File: src/assert_macros.svh
// Assertion macros used by the top-level RTL file.
`ifndef ASSERT_MACROS_SVH
`define ASSERT_MACROS_SVH

// The consequent must hold in the same cycle as the antecedent.
`define ASSERT_IMPLY(lbl, ante, cons, msg) \
  lbl: assert property (@(posedge clk_i) disable iff (!rst_ni) (ante) |-> (cons)) \
    else $error(msg);

// The consequent must hold in the cycle after the antecedent.
`define ASSERT_NEXT(lbl, ante, cons, msg) \
  lbl: assert property (@(posedge clk_i) disable iff (!rst_ni) (ante) |=> (cons)) \
    else $error(msg);

`endif

File: src/irta_pkg.sv
`timescale 1ns / 1ps

package irta_pkg;

  localparam int unsigned RAW_W      = 16;
  localparam int unsigned TEMP_W     = 15;
  localparam int unsigned MS_W       = 32;
  localparam int unsigned CFG_ADDR_W = 2;
  localparam int unsigned CFG_DATA_W = 32;

  localparam int unsigned IN_DATA_W  = 64;
  localparam int unsigned IN_USER_W  = 3;
  localparam int unsigned OUT_DATA_W = 48;
  localparam int unsigned OUT_USER_W = 5;

  // Raw word to tenths: (2*raw - 27315) / 10, the division by ten done as a
  // multiplication by a rounded-up reciprocal and a shift.
  localparam int unsigned RAW_OFFSET  = 27315;
  localparam int unsigned DIV10_MUL_W = 20;
  localparam int unsigned DIV10_MUL   = 838861;
  localparam int unsigned DIV10_SHIFT = 23;

  typedef logic        [RAW_W-1:0]  raw_t;
  typedef logic signed [TEMP_W-1:0] temp_t;
  typedef logic        [MS_W-1:0]   ms_t;

  typedef enum logic [1:0] {
    FUNC_POLL      = 2'd0,
    FUNC_BURST_RD  = 2'd1,
    FUNC_BURST_REQ = 2'd2
  } func_e;

  typedef enum logic [1:0] {
    ALERT_NONE    = 2'd0,
    ALERT_WARN    = 2'd1,
    ALERT_RECOVER = 2'd2
  } alert_e;

  typedef enum logic [CFG_ADDR_W-1:0] {
    CFG_WARN     = 2'd0,
    CFG_CLEAR    = 2'd1,
    CFG_COOLDOWN = 2'd2,
    CFG_PRESENT  = 2'd3
  } cfg_e;

  localparam temp_t WARN_RST     = 15'sd500;
  localparam temp_t CLEAR_RST    = 15'sd450;
  localparam ms_t   COOLDOWN_RST = 32'd15000;

  typedef struct packed {
    func_e func;
    raw_t  object_raw;
    raw_t  ambient_raw;
    logic  read_ok;
    ms_t   now_ms;
  } rd_t;

  typedef struct packed {
    func_e func;
    logic  read_ok;
    ms_t   now_ms;
    temp_t object_temp;
    temp_t ambient_temp;
  } cv_t;

  typedef struct packed {
    temp_t warn_threshold;
    temp_t clear_threshold;
    ms_t   repeat_gap_ms;
    logic  sensor_present;
  } cfg_t;

  typedef struct packed {
    alert_e alert_event;
    logic   burst_done;
    temp_t  burst_average;
    temp_t  object_temp;
    temp_t  ambient_temp;
    logic   data_valid;
    logic   burst_busy;
  } res_t;

endpackage

File: src/irta_conv.sv
`timescale 1ns / 1ps

module irta_conv (
  input  irta_pkg::raw_t  raw_i,
  output irta_pkg::temp_t temp_o
);
  import irta_pkg::*;

  localparam int unsigned DIFF_W = RAW_W + 2;
  localparam int unsigned MAG_W  = RAW_W + 1;
  localparam int unsigned PROD_W = MAG_W + DIV10_MUL_W;

  logic signed [DIFF_W-1:0] diff;
  logic                     neg;
  logic        [MAG_W-1:0]  mag;
  logic        [PROD_W-1:0] prod;
  logic        [TEMP_W-2:0] quot;

  assign diff = $signed({1'b0, raw_i, 1'b0}) - $signed(DIFF_W'(RAW_OFFSET));
  assign neg  = diff[DIFF_W-1];
  assign mag  = neg ? MAG_W'(-diff) : diff[MAG_W-1:0];
  assign prod = PROD_W'(mag) * PROD_W'(DIV10_MUL);
  assign quot = prod[DIV10_SHIFT +: (TEMP_W-1)];

  assign temp_o = neg ? -$signed({1'b0, quot}) : $signed({1'b0, quot});

endmodule

File: src/irta_update.sv
`timescale 1ns / 1ps

module irta_update #(
  parameter int unsigned BURST_LEN = 8
) (
  input  logic           clk_i,
  input  logic           rst_ni,
  input  logic           en_i,
  input  irta_pkg::cv_t  cv_i,
  input  irta_pkg::cfg_t cfg_i,
  output irta_pkg::res_t res_o
);
  import irta_pkg::*;

  localparam int unsigned CLG   = $clog2(BURST_LEN);
  localparam int unsigned TOT_W = TEMP_W + CLG;
  localparam int unsigned MAG_W = TOT_W - 1;
  localparam int unsigned DIV_S = MAG_W + CLG;
  localparam int unsigned DIV_M = ((1 << DIV_S) + BURST_LEN - 1) / BURST_LEN;
  localparam int unsigned MUL_W = DIV_S + 1;
  localparam int unsigned PRD_W = MAG_W + MUL_W;
  localparam int unsigned CNT_W = $clog2(BURST_LEN + 1);

  temp_t                   obj_q, obj_d;
  temp_t                   amb_q, amb_d;
  temp_t                   avg_q, avg_d;
  logic                    have_q, have_d;
  logic                    alarm_q, alarm_d;
  ms_t                     last_q, last_d;
  logic                    burst_q, burst_d;
  logic        [CNT_W-1:0] cnt_q, cnt_d;
  logic signed [TOT_W-1:0] tot_q, tot_d;

  logic signed [TOT_W-1:0] tot_sum;
  logic                    tot_neg;
  logic        [MAG_W-1:0] tot_mag;
  logic        [PRD_W-1:0] avg_prod;
  logic        [TEMP_W-2:0] avg_quot;
  temp_t                   avg_new;
  logic                    cnt_last;
  logic                    chk;
  temp_t                   chk_temp;
  ms_t                     elapsed;
  alert_e                  alert;
  logic                    done;

  assign tot_sum  = tot_q + TOT_W'(cv_i.object_temp);
  assign tot_neg  = tot_sum[TOT_W-1];
  assign tot_mag  = tot_neg ? MAG_W'(-tot_sum) : tot_sum[MAG_W-1:0];
  assign avg_prod = PRD_W'(tot_mag) * PRD_W'(MUL_W'(DIV_M));
  assign avg_quot = avg_prod[DIV_S +: (TEMP_W-1)];
  assign avg_new  = tot_neg ? -$signed({1'b0, avg_quot}) : $signed({1'b0, avg_quot});
  assign cnt_last = (cnt_q == CNT_W'(BURST_LEN - 1));
  assign elapsed  = cv_i.now_ms - last_q;

  always_comb begin
    obj_d    = obj_q;
    amb_d    = amb_q;
    avg_d    = avg_q;
    have_d   = have_q;
    alarm_d  = alarm_q;
    last_d   = last_q;
    burst_d  = burst_q;
    cnt_d    = cnt_q;
    tot_d    = tot_q;
    chk      = 1'b0;
    chk_temp = cv_i.object_temp;
    alert    = ALERT_NONE;
    done     = 1'b0;

    if (cfg_i.sensor_present) begin
      case (cv_i.func)
        FUNC_POLL: begin
          if (cv_i.read_ok) begin
            obj_d    = cv_i.object_temp;
            amb_d    = cv_i.ambient_temp;
            have_d   = 1'b1;
            chk      = 1'b1;
            chk_temp = cv_i.object_temp;
          end
        end
        FUNC_BURST_RD: begin
          if (cv_i.read_ok && burst_q) begin
            if (cnt_last) begin
              avg_d    = avg_new;
              obj_d    = avg_new;
              have_d   = 1'b1;
              burst_d  = 1'b0;
              cnt_d    = '0;
              tot_d    = '0;
              done     = 1'b1;
              chk      = 1'b1;
              chk_temp = avg_new;
            end else begin
              tot_d = tot_sum;
              cnt_d = cnt_q + CNT_W'(1);
            end
          end
        end
        FUNC_BURST_REQ: begin
          if (!burst_q) begin
            cnt_d   = '0;
            tot_d   = '0;
            avg_d   = '0;
            burst_d = 1'b1;
          end
        end
        default: begin
        end
      endcase
    end

    if (chk) begin
      if (chk_temp >= cfg_i.warn_threshold) begin
        if (!alarm_q || (elapsed >= cfg_i.repeat_gap_ms)) begin
          last_d  = cv_i.now_ms;
          alarm_d = 1'b1;
          alert   = ALERT_WARN;
        end
      end else if ((chk_temp < cfg_i.clear_threshold) && alarm_q) begin
        alarm_d = 1'b0;
        last_d  = '0;
        alert   = ALERT_RECOVER;
      end
    end
  end

  always_ff @(posedge clk_i or negedge rst_ni) begin
    if (!rst_ni) begin
      obj_q   <= '0;
      amb_q   <= '0;
      avg_q   <= '0;
      have_q  <= 1'b0;
      alarm_q <= 1'b0;
      last_q  <= '0;
      burst_q <= 1'b0;
      cnt_q   <= '0;
      tot_q   <= '0;
    end else if (en_i) begin
      obj_q   <= obj_d;
      amb_q   <= amb_d;
      avg_q   <= avg_d;
      have_q  <= have_d;
      alarm_q <= alarm_d;
      last_q  <= last_d;
      burst_q <= burst_d;
      cnt_q   <= cnt_d;
      tot_q   <= tot_d;
    end
  end

  assign res_o.alert_event   = alert;
  assign res_o.burst_done    = done;
  assign res_o.burst_average = avg_d;
  assign res_o.object_temp   = obj_d;
  assign res_o.ambient_temp  = amb_d;
  assign res_o.data_valid    = have_d;
  assign res_o.burst_busy    = burst_d;

endmodule

File: src/ir_temp_alarm_burst_average.sv
`timescale 1ns / 1ps
`include "assert_macros.svh"

// Infrared thermometer alarm with burst averaging. Each accepted item gives
// exactly one result item, and a new item can be taken in every cycle while
// the output is not stalled. The work is split over three register ranks: an
// input register, a register after the raw-to-tenths conversion (one constant
// multiplier per temperature word), and the result register after the state
// update, whose longest path is the burst total addition followed by the
// reciprocal multiplication for the average and the threshold compare.
// Configuration writes take effect at once and are meant to be made while no
// item is in flight.

module ir_temp_alarm_burst_average #(
  parameter int unsigned BURST_LEN = 8
) (
  input  logic                                clk_i,
  input  logic                                rst_ni,

  input  logic                                cfg_we_i,
  input  logic [irta_pkg::CFG_ADDR_W-1:0]     cfg_addr_i,
  input  logic [irta_pkg::CFG_DATA_W-1:0]     cfg_wdata_i,

  input  logic                                s_axis_tvalid,
  output logic                                s_axis_tready,
  // object_raw[15:0], ambient_raw[31:16], now_ms[63:32]
  input  logic [irta_pkg::IN_DATA_W-1:0]      s_axis_tdata,
  // func[1:0], read_ok[2]
  input  logic [irta_pkg::IN_USER_W-1:0]      s_axis_tuser,

  output logic                                m_axis_tvalid,
  input  logic                                m_axis_tready,
  // burst_average[14:0], object_temp[29:15], ambient_temp[44:30], zero fill
  output logic [irta_pkg::OUT_DATA_W-1:0]     m_axis_tdata,
  // alert_event[1:0], burst_done[2], data_valid[3], burst_busy[4]
  output logic [irta_pkg::OUT_USER_W-1:0]     m_axis_tuser
);
  import irta_pkg::*;

  cfg_t  cfg_q;

  logic  in_v_q;
  rd_t   in_q;
  logic  cv_v_q;
  cv_t   cv_q;
  cv_t   cv_d;
  logic  out_v_q;
  res_t  out_q;
  res_t  res;

  logic  rdy_out;
  logic  rdy_cv;
  logic  rdy_in;
  logic  adv;

  always_ff @(posedge clk_i or negedge rst_ni) begin
    if (!rst_ni) begin
      cfg_q.warn_threshold  <= WARN_RST;
      cfg_q.clear_threshold <= CLEAR_RST;
      cfg_q.repeat_gap_ms   <= COOLDOWN_RST;
      cfg_q.sensor_present  <= 1'b1;
    end else if (cfg_we_i) begin
      case (cfg_e'(cfg_addr_i))
        CFG_WARN:     cfg_q.warn_threshold  <= cfg_wdata_i[TEMP_W-1:0];
        CFG_CLEAR:    cfg_q.clear_threshold <= cfg_wdata_i[TEMP_W-1:0];
        CFG_COOLDOWN: cfg_q.repeat_gap_ms   <= cfg_wdata_i[MS_W-1:0];
        CFG_PRESENT:  cfg_q.sensor_present  <= cfg_wdata_i[0];
        default: begin
        end
      endcase
    end
  end

  assign rdy_out = !out_v_q || m_axis_tready;
  assign rdy_cv  = !cv_v_q || rdy_out;
  assign rdy_in  = !in_v_q || rdy_cv;
  assign adv     = cv_v_q && rdy_out;

  assign s_axis_tready = rdy_in;

  always_ff @(posedge clk_i or negedge rst_ni) begin
    if (!rst_ni) begin
      in_v_q  <= 1'b0;
      cv_v_q  <= 1'b0;
      out_v_q <= 1'b0;
    end else begin
      if (rdy_in) begin
        in_v_q <= s_axis_tvalid;
      end
      if (rdy_cv) begin
        cv_v_q <= in_v_q;
      end
      if (rdy_out) begin
        out_v_q <= cv_v_q;
      end
    end
  end

  always_ff @(posedge clk_i) begin
    if (s_axis_tvalid && rdy_in) begin
      in_q.func        <= func_e'(s_axis_tuser[1:0]);
      in_q.read_ok     <= s_axis_tuser[2];
      in_q.object_raw  <= s_axis_tdata[15:0];
      in_q.ambient_raw <= s_axis_tdata[31:16];
      in_q.now_ms      <= s_axis_tdata[63:32];
    end
    if (in_v_q && rdy_cv) begin
      cv_q <= cv_d;
    end
    if (adv) begin
      out_q <= res;
    end
  end

  assign cv_d.func    = in_q.func;
  assign cv_d.read_ok = in_q.read_ok;
  assign cv_d.now_ms  = in_q.now_ms;

  irta_conv u_conv_obj (
    .raw_i  (in_q.object_raw),
    .temp_o (cv_d.object_temp)
  );

  irta_conv u_conv_amb (
    .raw_i  (in_q.ambient_raw),
    .temp_o (cv_d.ambient_temp)
  );

  irta_update #(
    .BURST_LEN (BURST_LEN)
  ) u_update (
    .clk_i  (clk_i),
    .rst_ni (rst_ni),
    .en_i   (adv),
    .cv_i   (cv_q),
    .cfg_i  (cfg_q),
    .res_o  (res)
  );

  assign m_axis_tvalid = out_v_q;
  assign m_axis_tdata  = {3'b000, out_q.ambient_temp, out_q.object_temp, out_q.burst_average};
  assign m_axis_tuser  = {out_q.burst_busy, out_q.data_valid, out_q.burst_done,
                          out_q.alert_event};

  `ASSERT_IMPLY(a_alert_needs_data,
                out_v_q && (out_q.alert_event != ALERT_NONE), out_q.data_valid,
                "alert without stored temperature")
  `ASSERT_IMPLY(a_done_ends_burst,
                out_v_q && out_q.burst_done, !out_q.burst_busy && out_q.data_valid,
                "completed burst still busy")
  `ASSERT_NEXT(a_cv_held, cv_v_q && !rdy_out, cv_v_q, "converted item lost while stalled")

endmodule

File: config.mk
export PLATFORM = sky130hd
export DESIGN_NAME = ir_temp_alarm_burst_average
export DESIGN_NICKNAME = d
export VERILOG_FILES = /design/src/irta_pkg.sv /design/src/irta_conv.sv /design/src/irta_update.sv /design/src/ir_temp_alarm_burst_average.sv
export VERILOG_INCLUDE_DIRS = /design/src /design/src/src
export SDC_FILE = /design/constraint.sdc
export NUM_CORES = 1
export LEC_CHECK = 0
export BUFFER_PORTS_ARGS = -buffer_cell sky130_fd_sc_hd__clkbuf_2
export CAP_MARGIN = 20
export CORE_MARGIN = 2
export CORE_UTILIZATION = 46
export CTS_CLUSTER_DIAMETER = 100
export DETAILED_ROUTE_END_ITERATION = 8
export GPL_ROUTABILITY_DRIVEN = 0
export MAX_ROUTING_LAYER = met4
export PLACE_DENSITY = 0.62
export SLEW_MARGIN = 40
export SYNTH_ARGS = -nofsm -noshare
export SYNTH_HDL_FRONTEND = slang
export SYNTH_SLANG_ARGS = --single-unit
File: constraint.sdc
create_clock -name clk_i -period 9.6 [get_ports clk_i]
set_input_delay 0.96 -clock clk_i [delete_from_list [all_inputs] [get_ports clk_i]]
set_output_delay 0.96 -clock clk_i [all_outputs]
set_load 0.02 [all_outputs]
==> summary.md <==
| Metric | Value |
|---|---|
| Drt pass-1 iters | `5` |
| Fin Setup TNS | `0 ns` |
| RSZ-0062 raised after global routing | `no` |
| Layout area overhead | `11.1%` |
| Core footprint | `0.0617 mm²` |
| First-pass GRT wire length | `113 mm` |
| H-tree Lvls | `2` |
| Startpoint types | `flop` |
| Slew margin rel. | `0.403` |
| WL/cell | `18.1 µm` |
| Initial core utilization | `0.465` |
| Fin. max-slew vios | `0` |
| Clock Sinks | `350` |
| Synth Cell Area | `0.0287 mm²` |
| Setup-failing EPs final | `0` |
| Post-CTS setup buffers | `0` |
| Syn. warnings | `0` |
| Post-DP HPWL | `55.5 mm` |
| Yosys cell types | `96` |
| Hold WC Path Type | `input pin to async pin` |
| CTS tree | `done` |
| Number of global-route vias before repair | `21600` |
| Maximum number of pins on one net before global-route repair | `96` |
| Number of synthesized register bits | `350` |
| Worst-path clk slew | `0.06 ns` |
| Max Fclk | `112 MHz` |
| Total number of vias | `21200` |
| Syn Inst Count | `2833` |
| Post-Syn Area per Cell | `10.1 µm²` |
| Area of the multi-input gates | `0.0171 mm²` |
| Worst Skew | `0.0242 ns` |
| Dominant synthesized flop cell | `edfxtp_1` |
| Final Hold Slack | `0.232 ns` |
| Diode count | `0` |
| Aggregate routed wire length | `69.9 mm` |
| Worst setup EP type | `flop` |
| Iter 0 DRT Violations | `1312` |
| Async SR Flop Fraction | `0.480` |
| FF-to-FF End | `cv_q[6]$_DFFE_PP_` |
| Sequential cell area | `0.00969 mm²` |
| Final nets | `3627` |
| Chip Width | `254 µm` |
| Outcome | `finished, final reports clean` |
| R2R setup slack | `0.64 ns` |
| IO buf count | `157` |
| Top cells by area, synth | `edfxtp_1, ha_1, dfrtp_1` |
| Die ar. | `0.0644 mm²` |
| Endpoints failing hold | `0` |
| Number of flops mapped to enable cells by yosys | `182` |
| Die Y | `254 µm` |
| CP arrival | `9.28 ns` |
| Bufs on Longest Clock Path | `3` |
| Initial antenna violation count | `0` |
| Register area share after synthesis | `0.338` |
| CP max-delay cell | `fa_1` |
| Setup CP Type | `flop to flop` |
| Inserted Clock Buffers | `40` |
| Synth area leader | `edfxtp_1` |
| Final ANT Viol Nets | `0` |
| I/O pin count | `161` |
| GRT overflow | `0` |
| DRC | `0` |
| Post-route minimum period | `8.96 ns` |
| Worst-Margin Slew | `0.885 ns` |
| Share of the synthesized area in the top cell type | `0.190` |
| Fillers | `5648` |
| WP data required | `9.92 ns` |
| Max Cap Viol | `0` |
| Total global-route track usage | `0.227` |
| Clock Latency Late Sink | `0.59 ns` |
| Root buffer cell | `clkbuf_16` |
| Final worst-path cycle share | `0.933` |
| Rows | `91` |
| R2R Path Start | `in_q[34]$_DFFE_PP_` |
| CP peak stage delay | `0.64 ns` |
| R2R cell count | `32` |
| Via density | `5.48` |
| Max Fanout on Critical Path | `15` |
| Proportion of layout cells with a drive suffix above 1 | `0.128` |
==> routing by layer <==
layer,global-route usage,part of all wire,vias to the layer above
met1,0.295,0.44,10300
met5,-,0,-
li1,-,-,10200
met2,0.366,0.47,573
met4,0.0731,0.031,0
met3,0.0322,0.056,120
==> cells in the mapped netlist, drive strengths merged, types with 58 or more instances <==
cell type / count
a21o: 65
inv: 441
mux2: 67
a22o: 58
edfxtp: 182
ha: 366
dfrtp: 150
nor2: 96
xnor2: 111
a21oi: 127
o21ai: 146
fa: 161
nand2: 263
==> how the worst max path moves through the flow <==
stage	from	endpoint	slack (ns)	depth (start not counted)
2_1_floorplan	in_q[34]$_DFFE_PP_	cv_q[13]$_DFFE_PP_	1.08	32
3_3_place_gp	in_q[58]$_DFFE_PP_	cv_q[26]$_DFFE_PP_	0.76	28
3_5_place_dp	in_q[50]$_DFFE_PP_	cv_q[28]$_DFFE_PP_	0.45	28
4_1_cts	in_q[50]$_DFFE_PP_	cv_q[28]$_DFFE_PP_	0.46	28
5_1_grt	in_q[34]$_DFFE_PP_	cv_q[6]$_DFFE_PP_	0.006	32
6_report	in_q[34]$_DFFE_PP_	cv_q[6]$_DFFE_PP_	0.64	32
==> layout by cell type, fill, tap and decap left out, types with 14 or more instances in the layout <==
master,n
a211oi_1,18
a21o_1,63
a21oi_1,122
a22o_1,54
a31oi_1,29
and2_1,14
and3_1,16
buf_4,18
clkbuf_16,41
clkbuf_2,156
dfrtp_1,150
dfstp_2,18
edfxtp_1,182
fa_1,161
ha_1,366
inv_1,440
mux2_2,67
nand2_1,263
nand2b_1,26
nand3_1,44
nand4_1,39
nor2_1,96
nor2b_1,19
nor3_1,25
o211ai_1,21
o21a_1,20
o21ai_0,138
xnor2_1,110
xor2_1,52
==> timing repair <==
item,in CTS,in global routing
resized for setup,0,5
endpoints found under the setup margin,0,12
hold endpoints to repair,0,0
hold buffers,0,0
==> worst max-delay path: cells and delay by family, from the launching register on <==
kind                       cells  cell delay, ns
AOI/OAI and AO/OA              9            1.93
xor gates and xnor gates       3            0.65
adders and majority gates      8            3.70
buffers and inverters          6            0.63
DFF                            1            0.44
and+or+nand+nor                6            1.36
==> through the flow <==
stage | worst slack, ns | std cells | util | instance area (µm²)
3_5_place_dp | 0.449 | 3786 | 0.493 | 30400
4_1_cts | 0.455 | 3860 | 0.515 | 31800
3_3_place_gp | 0.758 | 3785 | 0.493 | 30400
5_1_grt | 0.00638 | 3863 | 0.517 | 31900
2_1_floorplan | 1.08 | 2835 | - | 28700
6_report | 0.640 | 3863 | 0.517 | 31900
==> final cells by class <==
class,count,area share
Clock buffer,56,0.0368
Clock inverter,18,0.00577
Inverter,441,0.0520
Multi-Input combinational cell,1981,0.537
Sequential cell,350,0.304
Tap cell,837,0.0329
Timing Repair Buffer,180,0.0320
==> registers in the layout, indices dropped and copies added (netlist names), 5 cells and up <==
register and flops:
u_update.avg_q 15, in_q 32, m_axis_tuser 5, m_axis_tdata 45, u_update.tot_q 18, cv_q 65
u_update.amb_q 15, u_update.last_q 32, u_update.obj_q 15, cfg_q 63, cv_d 35
==> kinds of logic (layout without fill, tap and decap cells) <==
family,after synthesis,in the layout,synth area share
AND/OR/NAND/NOR,619,619,0.104
AO/OA/AOI/OAI,590,590,0.137
adder cells (fa/ha/maj),527,527,0.272
buffers and inverters,504,695,0.0683
flip-flops,350,350,0.338
XOR/XNOR,163,163,0.0500
multiplexers,79,79,0.0305
other,1,3,0.000131
Power is left out: the tool's default activity adds up to more than one toggle a clock period on the data nets, which glitch-free logic cannot reach.
